$ cat config.mk
export PLATFORM = sky130hd
export DESIGN_NAME = stm_div
export DESIGN_NICKNAME = d
export VERILOG_FILES = /design/src/sv/stm_pkg.sv /design/src/sv/stm_div.sv
export SDC_FILE = /design/constraint.sdc
export NUM_CORES = 1
export LEC_CHECK = 0
export ABC_AREA = 0
export BUFFER_PORTS_ARGS = -buffer_cell sky130_fd_sc_hd__buf_2
export CAP_MARGIN = 15
export CORE_MARGIN = 2
export CORE_UTILIZATION = 40
export CTS_CLUSTER_DIAMETER = 80
export DETAILED_ROUTE_END_ITERATION = 8
export PLACE_DENSITY_LB_ADDON = 0.08
export SLEW_MARGIN = 30
export SYNTH_ARGS = -nofsm -noshare
export SYNTH_HDL_FRONTEND = slang
export SYNTH_SLANG_ARGS = --single-unit
$ cat constraint.sdc
create_clock -name clk -period 5.48 [get_ports clk]
set_clock_uncertainty 0.1 [all_clocks]
set_input_delay 0.822 -clock clk [delete_from_list [all_inputs] [get_ports clk]]
set_output_delay 0.822 -clock clk [all_outputs]
set_load 0.05 [all_outputs]
$ cat src/sv/stm_pkg.sv
package stm_pkg;

  localparam int VEL_W   = 24;
  localparam int WGT_W   = 24;
  localparam int SQ_W    = 49;
  localparam int SUM_W   = 64;
  localparam int WSUM_W  = 48;
  localparam int MS_W    = 32;
  localparam int TEMP_W  = 32;
  localparam int CFG_IDX_W = 3;
  localparam int CFG_DATA_W = 32;
  localparam int MUL_W   = 33;
  localparam int PROD_W  = 66;

  localparam logic [CFG_IDX_W-1:0] CFG_DRIFT = 3'd0;
  localparam logic [CFG_IDX_W-1:0] CFG_MS0   = 3'd1;
  localparam logic [CFG_IDX_W-1:0] CFG_MS1   = 3'd2;
  localparam logic [CFG_IDX_W-1:0] CFG_MS2   = 3'd3;
  localparam logic [CFG_IDX_W-1:0] CFG_MS3   = 3'd4;

  localparam logic FUNC_ACC    = 1'b0;
  localparam logic FUNC_REPORT = 1'b1;

  // Accumulate runs eight multiplies; the last product retires on step ACC_STEPS.
  localparam logic [3:0] ACC_STEPS = 4'd8;
  localparam logic [23:0] DRIFT_CLAMP = 24'h800000;

  typedef enum logic [3:0] {
    S_IDLE,
    S_ACC,
    S_RCHK,
    S_DIVM,
    S_DIVD,
    S_SQ,
    S_SQA,
    S_DIFF,
    S_MLO,
    S_MHI,
    S_FIN
  } stm_state_t;

  function automatic logic [SUM_W-1:0] sat_add_s64(input logic [SUM_W-1:0] a,
                                                   input logic [47:0] b);
    logic [SUM_W:0] s;
    s = {a[SUM_W-1], a} + {{17{b[47]}}, b};
    if (s[SUM_W] != s[SUM_W-1]) begin
      sat_add_s64 = s[SUM_W] ? {1'b1, {(SUM_W-1){1'b0}}} : {1'b0, {(SUM_W-1){1'b1}}};
    end else begin
      sat_add_s64 = s[SUM_W-1:0];
    end
  endfunction

  function automatic logic [SUM_W-1:0] magnitude64(input logic [SUM_W-1:0] d);
    magnitude64 = d[SUM_W-1] ? (~d + 64'd1) : d;
  endfunction

endpackage

$ cat src/sv/stm_div.sv
module stm_div (
  input  logic                        clk,
  input  logic                        rst_n,
  input  logic                        start,
  input  logic [stm_pkg::SUM_W-1:0]   num,
  input  logic [stm_pkg::WSUM_W-1:0]  den,
  output logic                        done,
  output logic [stm_pkg::SUM_W-1:0]   quo
);

  logic [stm_pkg::SUM_W-1:0]  q_r, q_nxt;
  logic [stm_pkg::WSUM_W-1:0] rem_r, rem_nxt;
  logic [stm_pkg::WSUM_W-1:0] den_r;
  logic [6:0]                 cnt_r, cnt_nxt;
  logic                       done_r, done_nxt;
  logic [stm_pkg::WSUM_W:0]   rem_sh;
  logic [stm_pkg::WSUM_W:0]   rem_sub;

  // Restoring division, one quotient bit per cycle.
  always_comb begin
    rem_sh   = {rem_r, q_r[stm_pkg::SUM_W-1]};
    rem_sub  = rem_sh - {1'b0, den_r};
    q_nxt    = q_r;
    rem_nxt  = rem_r;
    cnt_nxt  = cnt_r;
    done_nxt = 1'b0;
    if (start) begin
      q_nxt   = num;
      rem_nxt = '0;
      cnt_nxt = 7'd64;
    end else if (cnt_r != 7'd0) begin
      if (!rem_sub[stm_pkg::WSUM_W]) begin
        rem_nxt = rem_sub[stm_pkg::WSUM_W-1:0];
        q_nxt   = {q_r[stm_pkg::SUM_W-2:0], 1'b1};
      end else begin
        rem_nxt = rem_sh[stm_pkg::WSUM_W-1:0];
        q_nxt   = {q_r[stm_pkg::SUM_W-2:0], 1'b0};
      end
      cnt_nxt  = cnt_r - 7'd1;
      done_nxt = (cnt_r == 7'd1);
    end
  end

  always_ff @(posedge clk) begin
    if (!rst_n) begin
      cnt_r  <= '0;
      done_r <= 1'b0;
    end else begin
      cnt_r  <= cnt_nxt;
      done_r <= done_nxt;
    end
    q_r   <= q_nxt;
    rem_r <= rem_nxt;
    if (start) begin
      den_r <= den;
    end
  end

  assign done = done_r;
  assign quo  = q_r;

endmodule

==> results.md, run 1 <==
- Outcome: complete, no violations
- Post-cts hold buffer count: 0
- CP Launch Type: flip-flop
- Setup WS post-layout: 1.51 ns
- Initial antenna violation count: 3
- Distinct cells, synth: 67
- Most common cell after layout, fill and taps aside: buf_2
- Post-synth EDFFs: roughly 110
- Pre-CTS WS: 1.49 ns
- Period minus WS final: just under 4 ns
- Area after DPL: 10,700 µm²
- Vert. Die Dim: 158 µm
- Wire length per cell: approximately 16 µm
- Final instance area: 11,300 µm²
- Reg2reg path depth: 15
- Reg-to-Reg End: rem_r[34]
- Most used DFF post-synth: edfxtp_1
- DR vias: just over 7,000
- Asr flop ratio synth: 0%
- Worst-path clk slew: ~0.080 ns
- Clk Latency, worst-skew pair: ~0.44 ns
- Critical path data arrival time: between 4 and 5 ns
- Syn nets: 1,063
- Max Fclk: 252 MHz
- Post-Syn Area per Cell: 10.6 µm²
- Initial core utilization: 40.7%
- Total core area: 23,400 µm²
- Worst slew margin: 38.9%
- Most frequent cells in the layout: buf_2, edfxtp_1, nor2_1, mux2_2, inv_1
- Die W: 158 µm
- WHS Endpoint: cnt_r[6]
- Rows: 56
- Setup crit start: quo[63]
- All-Layer GR Usage: between 10% and 20%
- CP max stage delay: roughly 0.46 ns
- Setup crit end kind: flip-flop
- Hold-critical path depth: 2
- Routed wire length: about 22 mm
- Post-CTS Setup Inserts: 0
- Largest net degree at the start of global routing: 92
- Most frequent CP cell: inv_1
- Top delay family on crit path: compound AO/OA/AOI/OAI gates
- FF-to-FF Start: quo[63]
- Detailed Place HPWL: around 16 mm
- # IOs: 180
- Vias per std cell: 5.11
- Compound-Gate Fraction of Synth Area: 14.9%
- Gate Count Post-Synth: 897
- Drt drc: 0
- DRT iter0 DRCs: 351
- XOR/XNOR Fraction of Synth Area: 4.79%
- Mux contribution to synthesized area: 12.4%
- Post-Synthesis Cell Area: around 9500 µm²
- Routed Antenna Nets: 0
- Fraction of layout cells with a size suffix above 1: approximately 28%
- Worst Path Buf+Inv: 3
- Peak supply drop: ~0.25 mV
- Cell Pwr Density: 587 nW/µm²
- RSZ-0062 raised after global routing: no
- CP max FO: 31
- Endpoints failing hold: 0
- Vias in the first global route: 7,176
- WS Path Type: flip-flop to flip-flop
- Ys Warns: 0
- Resized cells post-CTS: 0
- Setup_tns: 0 ns
- CTS Root Cell: clkbuf_16
- CTS tree: built
- Largest family of logic cells by synthesized area: compound AO/OA/AOI/OAI gates
- Slew @ Worst Pin: 0.916 ns
- Fin nets: 1,224
- Final period util: 72.5%
- CP required: 5.66 ns
- Post-synthesis sequential area ratio: a little under half
- HP Class: flip-flop to flip-flop
- Synth Area in Adders: 6.78%
- Clock Sinks: 168
- Max capacitance violation total: 0
- Max Root-Sink Buffers: 2
- P&R area growth vs syn: 18.6%
- WHS: around 0.4 ns
- Total gr overflow: 0
- Die area: 25,100 µm²
- Port-buffer cells: 179
- Crit-path cells: inv_1 -> ha_1 -> inv_1 -> fa_1 -> a211oi_2 -> o211ai_2 -> a311oi_4 -> o31ai_4 -> a311oi_2 -> o31a_1 -> nor2_4 -> xnor2_4 -> buf_4 -> mux2i_1 -> a211oi_1
- Yosys reg bits: 168
- R2R Setup Slk: 1.51 ns
- First-pass GRT wire length: 35.6 mm
- Leakage power: roughly 4.8 nW
- Simple-Gate Fraction of Synth Area: 9.44%
- Setup violators final: 0
- Crit path max-delay cell type: a311oi_2
- Hold_sp: cnt_r[6]
- Detailed Routing Iterations Pass 1: 5
- Layout fillers: roughly 2,300
- GPL Wtd Cong: 0.821
- CTS H-tree depth: 4
- CTS Buf Count: 17
- Final Max Tran Viols: 0
## Yosys cell counts (2+ instances only)
master | instances | area share [%]
and2_1 | 3 | 0.20
inv_1 | 65 | 2.6
o211ai_1 | 4 | 0.32
a21oi_1 | 53 | 2.8
o31ai_1 | 2 | 0.16
ha_1 | 50 | 6.6
clkbuf_1 | 35 | 1.4
o21ai_1 | 9 | 0.47
a31oi_1 | 3 | 0.20
o21a_1 | 6 | 0.47
buf_6 | 4 | 0.47
edfxtp_1 | 112 | 35
xor2_1 | 23 | 2.1
buf_1 | 2 | 0.079
nor2_1 | 86 | 3.4
o21bai_1 | 5 | 0.39
nand2_1 | 53 | 2.1
nand3_1 | 14 | 0.74
a211oi_1 | 42 | 3.3
o31a_1 | 2 | 0.18
o21ai_0 | 29 | 1.5
a21boi_0 | 2 | 0.16
or2_2 | 2 | 0.13
mux2i_1 | 45 | 4.7
nand2b_1 | 6 | 0.39
a21o_1 | 21 | 1.7
dfxtp_1 | 56 | 12
or3_1 | 4 | 0.26
a221oi_1 | 2 | 0.18
o2111ai_1 | 3 | 0.28
nand4_1 | 8 | 0.53
o32a_1 | 2 | 0.21
a221o_1 | 3 | 0.32
nor2b_1 | 7 | 0.46
nand3b_1 | 2 | 0.16
nor4_1 | 3 | 0.20
o22ai_1 | 2 | 0.13
mux2_2 | 65 | 7.7
nor3_1 | 9 | 0.47
xnor2_1 | 26 | 2.4
## worst min-delay path, stage by stage (launching register included)
cell and delay, ns:
dfxtp_1 0.31, o21ai_0 0.06, a21boi_0 0.08
## per-layer routing
| layer | vias to the layer above | global-route usage (%) | wire [µm] | part of all wire, % |
|---|---|---|---|---|
| met1 | 3321 | 23.0 | 9970 | 46 |
| met5 | - | 0 | 13 | 0.060 |
| met2 | 165 | 28.8 | 9960 | 46 |
| met3 | 19 | 6.23 | 1540 | 7.1 |
| met4 | 2 | 5.32 | 303 | 1.4 |
| li1 | 3603 | - | - | - |
## worst max-delay path by stage
stage / end / slack (ns) / cells after the start
3_3_place_gp: rem_r[32] / 1.61 / 15
2_1_floorplan: quo[0] / 1.74 / 14
5_1_grt: rem_r[34] / 1.19 / 15
3_5_place_dp: rem_r[34] / 1.49 / 15
6_report: rem_r[34] / 1.51 / 15
4_1_cts: rem_r[34] / 1.45 / 15
## state kept, by name (all words and copies together), names as in the netlist
name,flops
quo,64
den_r,48
rem_r,48
cnt_r,7
done,1
## where the power goes
group	internal [mW]	total [mW]	leakage, nW	switching, mW
sequential	1.80	2.05	1.59	0.246
clock	0.626	1.24	0.296	0.613
combinational	1.20	3.36	2.87	2.16
total	3.62	6.64	4.76	3.02
## stage by stage
step | power, mW | cells | util [%]
6_report | 6.64 | 1392 | 48.3
5_1_grt | 7.12 | 1392 | 48.3
4_1_cts | 6.70 | 1390 | 48.3
3_5_place_dp | 5.43 | 1358 | 45.6
3_3_place_gp | 5.44 | 1358 | 45.6
2_1_floorplan | 4.71 | 897 | -
## area by class of cell
| class | instances | area [µm²] | area share, % |
|---|---|---|---|
| timing repair buffer | 185 | 947 | 8.38 |
| clock inverter | 15 | 193 | 1.70 |
| multi-input combinational | 621 | 4610 | 40.8 |
| sequential | 168 | 4480 | 39.7 |
| inverter | 65 | 244 | 2.16 |
| tap | 319 | 399 | 3.53 |
| clock buffer | 17 | 425 | 3.76 |
| antenna | 2 | 5.00 | 0.0443 |
## logic make-up (layout without fill, tap and decap cells)
kind of cell,Yosys count,count (layout)
mux,110,110
simple gates,202,202
xor+xnor,50,50
other cells,0,2
flops,168,168
fa+ha+maj,51,51
compound gates,208,208
buf+inv,108,282
Power figures use the tool's default switching activity.
==> run 2: changes to the inputs <==
==> constraint.sdc (replaced) <==
create_clock -name clk -period 4.1 [get_ports clk]
set_clock_uncertainty 0.1 [all_clocks]
set_input_delay 0.615 -clock clk [delete_from_list [all_inputs] [get_ports clk]]
set_output_delay 0.615 -clock clk [all_outputs]
set_load 0.05 [all_outputs]
==> results.md, run 2 (same netlist as run 1, synthesis figures left out) <==
- Critical path data arrival time: 3.94 ns (-0.21 ns)
- R2R Setup Slk: 0.33 ns (-1.17 ns)
- Fin nets: 1,227 (+0.25%)
- Largest net degree at the start of global routing: 92 (unchanged)
- Vias per std cell: 5.08 (-0.57%)
- Power share of the combinational group: 50.4% (about the same)
- Slew @ Worst Pin: 0.892 ns (-0.0247 ns)
- Vias in the first global route: 7,094 (-1.1%)
- Final period util: 91.8% (+19 points)
- Part of the power in the clock network: 19.0% (+0.3 points)
- Sw power: 4.05 mW (+34%)
- Resized cells post-CTS: 0 (unchanged)
- Period minus WS final: 3.77 ns (-0.208 ns)
- Leakage power: 4.80 nW (+0.78%)
- Clock Sinks: 168 (unchanged)
- Detailed Place HPWL: 16.4 mm (+3.6%)
- Initial core utilization: 40.7% (unchanged)
- HP Class: primary input to flip-flop
- Sequential power share: 30.6% (-0.2 points)
- Rows: 56 (unchanged)
- Wire length per cell: 15.9 µm (+1.8%)
- Fin util: 48.7% (+0.35 points)
- Peak supply drop: 0.416 mV (+67%)
- First-pass GRT wire length: 36.1 mm (+1.4%)
- Most frequent cells in the layout: buf_2, edfxtp_1, nor2_1, mux2_2, inv_1
- Final Max Tran Viols: 0 (unchanged)
- Endpoints failing hold: 0 (unchanged)
- Port-buffer cells: 179 (unchanged)
- CP required: 4.27 ns (-1.39 ns)
- CP Launch Type: flip-flop
- Cell Pwr Density: 789 nW/µm² (+34%)
- Die area: 25,100 µm² (unchanged)
- CTS tree: built
- P&R area growth vs syn: 19.5%
- CTS Root Cell: clkbuf_16
- CTS H-tree depth: 4 (unchanged)
- Detailed Routing Iterations Pass 1: 5 (unchanged)
- WS Path Type: flip-flop to flip-flop
- Clk Latency, worst-skew pair: 0.44 ns (about the same)
- Internal: 4.93 mW (+36%)
- Total core area: 23,400 µm² (unchanged)
- Layout fillers: 2,233 (-2.2%)
- Most common cell after layout, fill and taps aside: buf_2
- DRT iter0 DRCs: 331 (-5.7%)
- Max Root-Sink Buffers: 2 (unchanged)
- All-Layer GR Usage: 18.3% (+0.37 points)
- Routed Antenna Nets: 0 (unchanged)
- # IOs: 180 (unchanged)
- GPL Wtd Cong: 0.852 (+3.7%)
- Max reg flops: 64 (unchanged)
- Routed wire length: 22.2 mm (+2.1%)
- Fraction of layout cells with a size suffix above 1: 27.7% (+0.20 points)
- Die W: 158 µm (unchanged)
- Setup crit end kind: flip-flop
- Sw frac: 45.1% (-0.35 points)
- CP max FO: 30 (-3.2%)
- Worst-path clk slew: 0.08 ns (about the same)
- Setup violators final: 0 (unchanged)
- Post-cts hold buffer count: 0 (unchanged)
- Vert. Die Dim: 158 µm (unchanged)
- Total gr overflow: 0 (unchanged)
- Initial antenna violation count: 3 (unchanged)
- CTS Buf Count: 17 (unchanged)
- Drt drc: 0 (unchanged)
- Worst slew margin: 40.5% (+1.6 points)
- Setup_tns: 0 ns (unchanged)
- Outcome: complete, no violations
- DR vias: 7,085 (-0.35%)
- Max capacitance violation total: 0 (unchanged)
- Post-CTS Setup Inserts: 0 (unchanged)
- Max Fclk: 266 MHz (+5.5%)
- RSZ-0062 raised after global routing: no
==> run 2: through the flow <==
step           instances  total power [mW]  hold WS [ns]  setup slack (ns)  cell area [µm²]
2_1_floorplan        897              6.29         0.345             0.357             9530
3_3_place_gp        1361              7.32         0.368             0.492            10700
3_5_place_dp        1361              7.32         0.376             0.354            10700
4_1_cts             1393              9.07         0.231             0.296            11400
5_1_grt             1394              9.63         0.226            0.0434            11400
6_report            1395              8.99         0.247             0.335            11400
==> run 2: path summary, 6_finish.rpt <==
check | startpoint | endpoint | cells past startpoint
max | quo[63] | rem_r[4] | 15
min reg2reg | rem_r[2] | rem_r[2] | 2
max reg2reg | quo[63] | rem_r[4] | 15
min | den[43] | den_r[43] | 1
==> run 2: cell type report <==
cell class                 instances  area (µm²)  share of cell area, %
antenna                            2        5.00                 0.0440
tap                              319         399                   3.51
clock buffer                      17         425                   3.74
multi-input combinational        621        4610                   40.5
inverter                          65         244                   2.14
clock inverter                    15         215                   1.89
sequential                       168        4480                   39.4
timing repair buffer             188        1010                   8.85
==> run 2: per-layer routing <==
layer  global-route usage [%]  part of all wire [%]  routed length, µm  vias to the layer above
met1                     23.1                    45              10000                     3297
met3                     6.21                   6.4               1410                       22
met4                     4.98                   1.5                331                        2
met2                     30.2                    47              10500                      160
met5                        0                 0.058                 13                        -
li1                         -                     -                  -                     3604
==> run 2: power by group through the flow <==
stage / Sequential (mW) / Clock, mW / Combinational, mW
detailed placement: 2.78 / 0 / 4.54
finish: 2.75 / 1.71 / 4.53
floorplan: 3.52 / 0 / 2.77
global placement: 2.79 / 0 / 4.53
CTS: 2.76 / 1.76 / 4.55
global route: 2.83 / 1.83 / 4.98
==> run 2: critical path, cell delays in order (launching register included) <==
cell and delay [ns]:
edfxtp_1 0.39, inv_1 0.09, ha_1 0.17, inv_1 0.06, fa_1 0.44, a211oi_2 0.26
o211ai_2 0.14, a311oi_4 0.31, o31ai_4 0.13, a311oi_2 0.37, o31a_1 0.24, nor2_4 0.07
xnor2_4 0.21, buf_12 0.27, mux2i_1 0.24, a211oi_1 0.09
